## src/rtl/rct_ram.sv

```systemverilog
// Generic single-port-write, single-port-read RAM with a registered read.
`default_nettype none
module rct_ram #(
  parameter int WIDTH = 8,
  parameter int DEPTH = 16,
  localparam int AW = (DEPTH > 1) ? $clog2(DEPTH) : 1
) (
  input  wire logic             clk,
  input  wire logic             wr_en,
  input  wire logic [AW-1:0]    wr_addr,
  input  wire logic [WIDTH-1:0] wr_data,
  input  wire logic [AW-1:0]    rd_addr,
  output logic      [WIDTH-1:0] rd_data
);

  logic [WIDTH-1:0] mem [DEPTH];

  always_ff @(posedge clk) begin
    if (wr_en) begin
      mem[wr_addr] <= wr_data;
    end
    rd_data <= mem[rd_addr];
  end

endmodule
`default_nettype wire

```

## config.mk

```make
export PLATFORM = sky130hd
export DESIGN_NAME = rct_ram
export DESIGN_NICKNAME = d
export VERILOG_FILES = /design/src/rtl/rct_ram.sv
export SDC_FILE = /design/constraint.sdc
export NUM_CORES = 1
export LEC_CHECK = 0
export BUFFER_PORTS_ARGS = -buffer_cell sky130_fd_sc_hd__buf_2
export CORE_MARGIN = 1
export CORE_UTILIZATION = 28
export DETAILED_ROUTE_END_ITERATION = 12
export SETUP_SLACK_MARGIN = 0.15
export SYNTH_ARGS = -nofsm -noshare
export SYNTH_HDL_FRONTEND = slang
export SYNTH_SLANG_ARGS = --single-unit
```

## constraint.sdc

```tcl
create_clock -name clk -period 2.7 [get_ports clk]
set_clock_uncertainty 0.05 [all_clocks]
set_input_delay 0 -clock clk [delete_from_list [all_inputs] [get_ports clk]]
set_output_delay 0 -clock clk [all_outputs]
set_load 0.005 [all_outputs]
```

==> run metrics, run 1 <==
status=completed; peak supply drop=0.4867 mV; Synth Register Bits=136; Cell Rows=49; setup bufs post-CTS=0; vias in the first global route=2571; P per Cell Area=759.9 nW/µm²; DRT antenna net count=0; adder-cell share of the synthesized area=0%; Worst Path Arrival=1.78 ns; Final Cycle Share=57.55%; Setup TNS=0 ns; initial antenna violation count=0; core region area=17960 µm²; endpoints failing setup=0; die width=137.6 µm; pin count of the biggest net entering global routing=33; syn avg cell area=22.48 µm²; RSZ-0062 raised after global routing=false; Longest Clk Path Bufs=2; Initial Utilization=28.66%; WL/cell=19.60 µm; Syn Std Cell Area=5147 µm²; die area=18930 µm²; Worst Tran Pin Value=0.8341 ns; WHS=0.1092 ns; critical path required time=2.93 ns; global-route wire length before repair=15680 µm; P_leak=2.081 nW; DR iter-0 viols=234; Seq/Total Area, Yosys=77.78%; GP Congestion=0.6960; FMAX=0.6436 GHz; post-synthesis mux area share=15.02%; io pins=26; TritonCTS clock tree=yes; Via density=4.558; syn_nets=247; P&R area growth vs syn=21.07%; overall routing resource usage=12.16%; layout cell share with drive strength beyond 1=28.33%; drt first pass iters=5; port buffer count=25; DR vias=2411; simple-gate share of the synthesized area=3.184%; Period minus WS final=1.554 ns; Gate Count Post-Synth=229; Cell variety after synth=19; CP Launch Type=primary input; largest family of logic cells by synthesized area=multiplexers; Synth Area in Compound Gates=2.333%; Worst-path clk slew=0.05 ns; largest fanout on the critical path=21; Setup CP Type=in -> reg; CTS sink cnt=136; final hold vios=0; later-pin clock latency in the skew report=0.41 ns; Slew Limit Fails=0; layout net count=305; gr ovfl total=0; DRT Wirelength=10370 µm; total CTS buffers=17; root buffer cell=clkbuf_16; die height=137.6 µm; CP Capture Type=flop; diode count=0; max_cap viols=0; Synth Area in XOR/XNOR=0%; Worst Hold Class=in -> reg; warnings from Yosys=0; Post-route DRC=0; Slew headroom=44.28%; CTS H-Tree Depth=4; Detailed Place HPWL=6449 µm
[metal layers]
metal | vias up | wire length, µm | GRT usage [%]
met5 | - | 0 | 0
met4 | 0 | 87 | 3.663
met3 | 8 | 666 | 4.489
met2 | 58 | 5214 | 19.91
met1 | 1256 | 4400 | 14.92
li1 | 1089 | - | -
[synthesized netlist by cell type]
library cell     count  area [µm²]
buf_2                3       15.01
edfxtp_1           128        3844
mux4_1              14       367.9
nor2b_1              1       6.260
nor3_1               4       20.02
nand3_1              1       5.000
nand2b_1             2       12.51
a22oi_1             16       120.1
or3b_2               1       8.760
clkdlybuf4s25_2      3       30.03
mux4_2              18       405.4
nand3b_1             2       15.01
and2b_1              1       7.510
nor2_1              13       48.80
nand2_1              9       33.78
buf_4                1       7.510
dfxtp_1              8       160.2
buf_6                3       33.78
and2_1               1       6.260
[critical path: stages]
cell	delay, ns
buf_2	0.57
buf_12	0.24
mux4_2	0.51
a22oi_1	0.36
nand2_1	0.08
[repair_timing]
| item | 4_1_cts | 5_1_grt |
|---|---|---|
| resized for setup | 0 | 0 |
| hold buffers | 8 | 0 |
| hold endpoints to repair | 128 | 0 |
[path summary, 6_finish.rpt]
path	from	endpoint	slack (ns)	depth (start not counted)
max	rd_addr[0]	rd_data[0]$_DFF_P_	1.15	5
min	wr_addr[0]	mem[0][3]$_DFFE_PP_	0.11	3
min reg2reg	mem[4][2]$_DFFE_PP_	rd_data[2]$_DFF_P_	0.62	3
max reg2reg	mem[11][0]$_DFFE_PP_	rd_data[0]$_DFF_P_	1.24	3
[cells by family (layout without fill, tap and decap cells)]
family                 count (synthesis)  in the layout
and+or+nand+nor                       35             35
DFF                                  136            136
AOI/OAI and AO/OA                     16             16
buffers and inverters                 10             81
muxes                                 32             32
[stage by stage]
step           cell area, µm²  total power, W  worst slack [ns]  util, %  std cells
5_1_grt                  6232        0.004899             1.078    34.69        529
6_report                 6232        0.004736             1.146    34.69        529
3_5_place_dp             5605        0.002639            0.7260    31.20        489
2_1_floorplan            5147        0.002535             1.157        -        229
3_3_place_gp             5605        0.002634            0.7287    31.20        489
4_1_cts                  6232        0.004781             1.155    34.69        529
[report_power, final]
part	switching, W	internal [W]	leakage [nW]
clock network	0.000795	0.00134	0.263
logic	0.000122	0.0000985	0.594
registers	0.0000181	0.00236	1.22
[final cells by class]
type	count	area (µm²)
Multi-Input combinational cell	83	1057
Clock buffer	21	440.4
Fill cell	1664	11730
Tap cell	229	286.5
Sequential cell	136	4004
Timing Repair Buffer	49	337.8
Clock inverter	11	106.4
[flip-flops by register name, summed over array words and instances (netlist names)]
name and count:
rd_data 8, mem 128
[cells in the final DEF (no fill, tap or decap), drive strengths merged]
master,Yosys,final
edfxtp,128,128
buf,7,41
mux4,32,32
clkbuf,0,21
a22oi,16,16
nor2,13,13
nand2,9,9
dlygate4sd3,0,8
dfxtp,8,8
clkinv,0,7
nor3,4,4
nand3b,2,2
nand2b,2,2
clkinvlp,0,2
bufinv,0,2
nor2b,1,1
and2,1,1
and2b,1,1
nand3,1,1
or3b,1,1
Power figures use the tool's default switching activity.
==> run 2, diff against run 1 <==
==> constraint.sdc (replaced) <==
create_clock -name clk -period 1.5 [get_ports clk]
set_clock_uncertainty 0.05 [all_clocks]
set_input_delay 0 -clock clk [delete_from_list [all_inputs] [get_ports clk]]
set_output_delay 0 -clock clk [all_outputs]
set_load 0.005 [all_outputs]
==> run metrics, run 2 (synthesis gave the netlist of run 1 again) <==
worst slack, placed=0.001100 ns (-0.7249 ns); Via density=4.529 (-0.63%); overall routing resource usage=12.11% (-0.048 points); Overall Power=0.008738 W (+84%); CTS sink cnt=136 (unchanged); P_leak=2.132 nW (+2.4%); P&R area growth vs syn=24.21%; Slew Limit Fails=0 (unchanged); DR vias=2432 (+0.87%); critical path's top delay family=multiplexers; global-route wire length before repair=15790 µm (+0.66%); Post-route DRC=0 (unchanged); final core occ=35.59% (+0.90 points); worst path cell trace=mux4_2, a22oi_2, nand2_1; TritonCTS clock tree=yes; Initial Utilization=28.66% (unchanged); total CTS buffers=17 (unchanged); Final Cycle Share=88.73%; Fillers=1663 (-0.060%); Worst setup startpoint=mem[11][7]$_DFFE_PP_; Crit path largest cell delay=0.48 ns (-0.09 ns); die width=137.6 µm (unchanged); most frequent cells in the layout=edfxtp_1 (128), buf_2 (25), mux4_2 (23), buf_4 (20), clkbuf_16 (17); diode count=0 (unchanged); DR iter-0 viols=269 (+15%); pin count of the biggest net entering global routing=19 (-42%); largest register by flop count=mem; GP Congestion=0.6626 (-4.8%); final setup margin=0.1691 ns (-0.9771 ns); top flop regs=mem (128), rd_data (8); Worst Path Arrival=1.57 ns (-0.21 ns); drt first pass iters=4 (-1); Worst Tran Pin Value=0.9621 ns (+0.1280 ns); critical path required time=1.74 ns (-1.19 ns); gr ovfl total=0 (unchanged); commonest non-fill, non-tap cell in the layout=edfxtp_1; CP Capture Type=flop; Largest register FFs=128 (unchanged); port buffer count=25 (unchanged); DRT antenna net count=0 (unchanged); root buffer cell=clkbuf_16; WL/cell=19.26 µm (-1.7%); Detailed Place HPWL=6911 µm (+7.2%); initial antenna violation count=0 (unchanged); Setup TNS=0 ns (unchanged); RSZ-0062 raised after global routing=true; Setup CP Type=reg -> reg; peak supply drop=0.7866 mV (+62%); Longest Clk Path Bufs=2 (unchanged); CP Capture Point=rd_data[7]$_DFF_P_; Cell Rows=49 (unchanged); Hold Path Origin=wr_en; layout net count=313 (+2.6%); Worst-path clk slew=0.06 ns (about the same); WHS=0.06570 ns (-0.04348 ns); Period minus WS final=1.331 ns; io pins=26 (unchanged); max_cap viols=0 (unchanged); P per Cell Area=1367 nW/µm² (+80%); setup bufs post-CTS=0 (unchanged); DRT Wirelength=10340 µm (-0.24%); later-pin clock latency in the skew report=0.41 ns (about the same); endpoints failing setup=0 (unchanged); Slew headroom=35.73% (-8.6 points); Worst path depth=3 (-2); Worst Path Buf+Inv=0 (-2); FMAX=0.7514 GHz; Worst R2R End=rd_data[7]$_DFF_P_; core region area=17960 µm² (unchanged); largest fanout on the critical path=1 (-95%); CP max-delay cell=mux4_2; Register-to-Register Path Depth=3 (unchanged); RR Startpoint=mem[11][7]$_DFFE_PP_; Worst Hold Class=in -> reg; layout cell share with drive strength beyond 1=37.01% (+8.7 points); CTS H-Tree Depth=4 (unchanged); die area=18930 µm² (unchanged); R2R Setup Slk=0.17 ns (-1.07 ns); CP Launch Type=flop; die height=137.6 µm (unchanged); status=completed; final hold vios=0 (unchanged); vias in the first global route=2684 (+4.4%)
[run 2: metrics by stage]
step,instance area [µm²],instances
6_report,6394,537
5_1_grt,6394,537
4_1_cts,6384,537
3_5_place_dp,5708,497
3_3_place_gp,5708,497
2_1_floorplan,5152,229
[run 2: how the worst min path moves through the flow]
stage / end / slack [ns] / cells past startpoint
after CTS: mem[11][7]$_DFFE_PP_ / 0.05 / 3
final: mem[11][7]$_DFFE_PP_ / 0.07 / 3
after global placement: mem[12][1]$_DFFE_PP_ / 0.33 / 1
after global routing: mem[11][7]$_DFFE_PP_ / 0.07 / 3
after detailed placement: rd_data[1] / 0.33 / 1
after floorplan: mem[0][0]$_DFFE_PP_ / 0.05 / 0
[run 2: layer usage]
| layer | up-vias | GRT usage [%] | share of wire, % |
|---|---|---|---|
| met5 | - | 0 | 0 |
| met4 | 0 | 5.495 | 0.41 |
| met3 | 2 | 2.943 | 7.0 |
| met2 | 70 | 18.01 | 48 |
| met1 | 1260 | 16.71 | 45 |
| li1 | 1100 | - | - |
[run 2: power by group]
| part | leakage, nW | total [W] | internal (W) | switching (W) |
|---|---|---|---|---|
| Clock | 0.277 | 0.00402 | 0.00246 | 0.00156 |
| Sequential | 1.22 | 0.00428 | 0.00425 | 0.0000294 |
| Combinational | 0.631 | 0.000441 | 0.000208 | 0.000233 |
| Total | 2.13 | 0.00874 | 0.00691 | 0.00182 |
[run 2: final cells by class]
cell class,instances,area [µm²],share of cell area (%)
clock buffer,18,429.2,6.712
clock inverter,14,150.1,2.348
multi-input combinational,83,1089,17.03
sequential,136,4004,62.62
tap,229,286.5,4.481
timing repair buffer,57,435.4,6.810
[run 2: worst reg2reg max path, cell delays in order (launching register included)]
cell and delay (ns):
edfxtp_1 0.37, mux4_2 0.48, a22oi_2 0.20, nand2_1 0.11
[run 2: timing repair]
action	4_1_cts	5_1_grt
cloned	0	0
resized for setup	5	9
hold buffers	8	0
endpoints found under the setup margin	4	7
endpoints found under the hold margin	128	0
pin swaps	2	3
==> run 3, diff against run 2 <==
--- a/config.mk
+++ b/config.mk
@@ -9,6 +9,7 @@
 export CORE_MARGIN = 1
 export CORE_UTILIZATION = 28
 export DETAILED_ROUTE_END_ITERATION = 12
+export MAX_ROUTING_LAYER = met4
 export SETUP_SLACK_MARGIN = 0.15
 export SYNTH_ARGS = -nofsm -noshare
 export SYNTH_HDL_FRONTEND = slang
==> run metrics, run 3 (synthesis gave the netlist of run 1 again) <==
root buffer cell=clkbuf_16; Setup TNS=0 ns (unchanged); total CTS buffers=17 (unchanged); Worst Tran Pin Value=0.9527 ns (-0.009410 ns); Hold Path Depth=3 (unchanged); P&R area growth vs syn=24.21% (unchanged); pin count of the biggest net entering global routing=19 (unchanged); final hold vios=0 (unchanged); layout cell share with drive strength beyond 1=37.01% (unchanged); core region area=17960 µm² (unchanged); final setup margin=0.1720 ns (+0.002955 ns); R2R Setup Slk=0.17 ns (about the same); Seq pwr share=49.0% (about the same); DR vias=2450 (+0.74%); die width=137.6 µm (unchanged); status=completed; diode count=0 (unchanged); Overall Power=0.008738 W (about the same); die height=137.6 µm (unchanged); Slew headroom=36.36% (+0.63 points); Worst Hold Class=in -> reg; vias in the first global route=2681 (-0.11%); Net Sw Power=0.001824 W (about the same); fin area=6394 µm² (unchanged); Cell Rows=49 (unchanged); later-pin clock latency in the skew report=0.41 ns (about the same); Pint=0.006914 W (about the same); endpoints failing setup=0 (unchanged); overall routing resource usage=12.49% (+0.38 points); P_leak=2.132 nW (about the same); P per Cell Area=1367 nW/µm² (about the same); CP Capture Type=flop; largest fanout on the critical path=1 (unchanged); Initial Utilization=28.66% (unchanged); Placed Instance Area=5708 µm² (unchanged); clock network fraction of design power=46.0% (about the same); TritonCTS clock tree=yes; DRT Wirelength=10360 µm (+0.14%); DR iter-0 viols=290 (+7.8%); most frequent cells in the layout=edfxtp_1 (128), buf_2 (25), mux4_2 (23), buf_4 (20), clkbuf_16 (17); Comb pwr share=5.0% (about the same); Register-to-Register Path Depth=3 (unchanged); CTS sink cnt=136 (unchanged); largest register by flop count=mem; Worst R2R End=rd_data[7]$_DFF_P_; drt first pass iters=4 (unchanged); Hold Path Origin=wr_en; worst slack, placed=0.001100 ns (unchanged); RR Startpoint=mem[11][7]$_DFFE_PP_; peak supply drop=0.7854 mV (-0.16%); GP Congestion=0.6688 (+0.94%); switching part of the total=20.88% (about the same); die area=18930 µm² (unchanged); Worst-path clk slew=0.06 ns (about the same); Final Cycle Share=88.53% (-0.20 points); CP Launch Type=flop; commonest non-fill, non-tap cell in the layout=edfxtp_1; Post-route DRC=0 (unchanged); initial antenna violation count=0 (unchanged); global-route wire length before repair=15790 µm (unchanged); max_cap viols=0 (unchanged); port buffer count=25 (unchanged); layout net count=313 (unchanged); WHS=0.06395 ns (-0.001752 ns); CTS H-Tree Depth=4 (unchanged); Fillers=1663 (unchanged); top flop regs=mem (128), rd_data (8); Setup CP Type=reg -> reg; FMAX=0.7530 GHz (+0.22%); gr ovfl total=0 (unchanged); Period minus WS final=1.328 ns (-0.002955 ns); Worst Path Arrival=1.57 ns (about the same); Detailed Place HPWL=6911 µm (unchanged); RSZ-0062 raised after global routing=true; WL/cell=19.29 µm (+0.14%); Worst Hold End=mem[11][7]$_DFFE_PP_; Slew Limit Fails=0 (unchanged); Longest Clk Path Bufs=2 (unchanged); io pins=26 (unchanged); Via density=4.562 (+0.74%); DRT antenna net count=0 (unchanged); critical path required time=1.74 ns (about the same); Largest register FFs=128 (unchanged)
## run 3: cell counts in the layout (fill, tap and decap cells not counted)
No cell type changed its count.
## run 3: power groups by stage
stage	clock, W	combinational [W]	sequential [W]
final	0.00402	0.000441	0.00428
after global routing	0.00425	0.000482	0.00428
after CTS	0.00408	0.000441	0.00428
after detailed placement	0	0.000415	0.00436
after global placement	0	0.000405	0.00435
after floorplan	0	0.000216	0.00435
## run 3: routing by layer
layer  vias to the layer above  global-route usage (%)  routed length (µm)
met4                         0                   4.212                  57
met1                      1290                   16.76                4916
met2                        56                   17.95                4915
met5                         -                       -                   0
met3                         4                   3.790                 467
li1                       1100                       -                   -
## run 3: layout make-up
cell class                 instances  area [µm²]  area share, %
timing repair buffer              57       435.4          6.810
clock inverter                    14       150.1          2.348
multi-input combinational         83        1089          17.03
clock buffer                      18       429.2          6.712
tap                              229       286.5          4.481
sequential                       136        4004          62.62
## run 3: how the worst max path moves through the flow
stage                               startpoint             endpoint  slack [ns]  depth (start not counted)
final                     mem[11][7]$_DFFE_PP_   rd_data[7]$_DFF_P_        0.17                          3
after global routing      mem[11][7]$_DFFE_PP_   rd_data[7]$_DFF_P_        0.13                          3
after CTS                 mem[10][2]$_DFFE_PP_   rd_data[2]$_DFF_P_        0.15                          3
after detailed placement            rd_addr[0]   rd_data[5]$_DFF_P_       0.001                          5
after global placement              rd_addr[0]   rd_data[4]$_DFF_P_        0.03                          5
after floorplan                     wr_addr[2]  mem[3][0]$_DFFE_PP_        0.18                          2
## run 3: worst max-delay path: stages, from the launching register on
cell and delay [ns]:
edfxtp_1 0.37, mux4_2 0.48, a22oi_2 0.20, nand2_1 0.11
## run 3: stage by stage
step	utilization, %	instances
2_1_floorplan	-	229
3_3_place_gp	31.78	497
3_5_place_dp	31.78	497
4_1_cts	35.54	537
5_1_grt	35.59	537
6_report	35.59	537
## run 3: repair_timing
action | in CTS | in global routing
hold buffers | 8 | 0
gates resized for setup | 5 | 9
hold endpoints to repair | 128 | 0
pin swaps | 2 | 4
setup endpoints to repair | 4 | 8
buffers inserted | 0 | 0
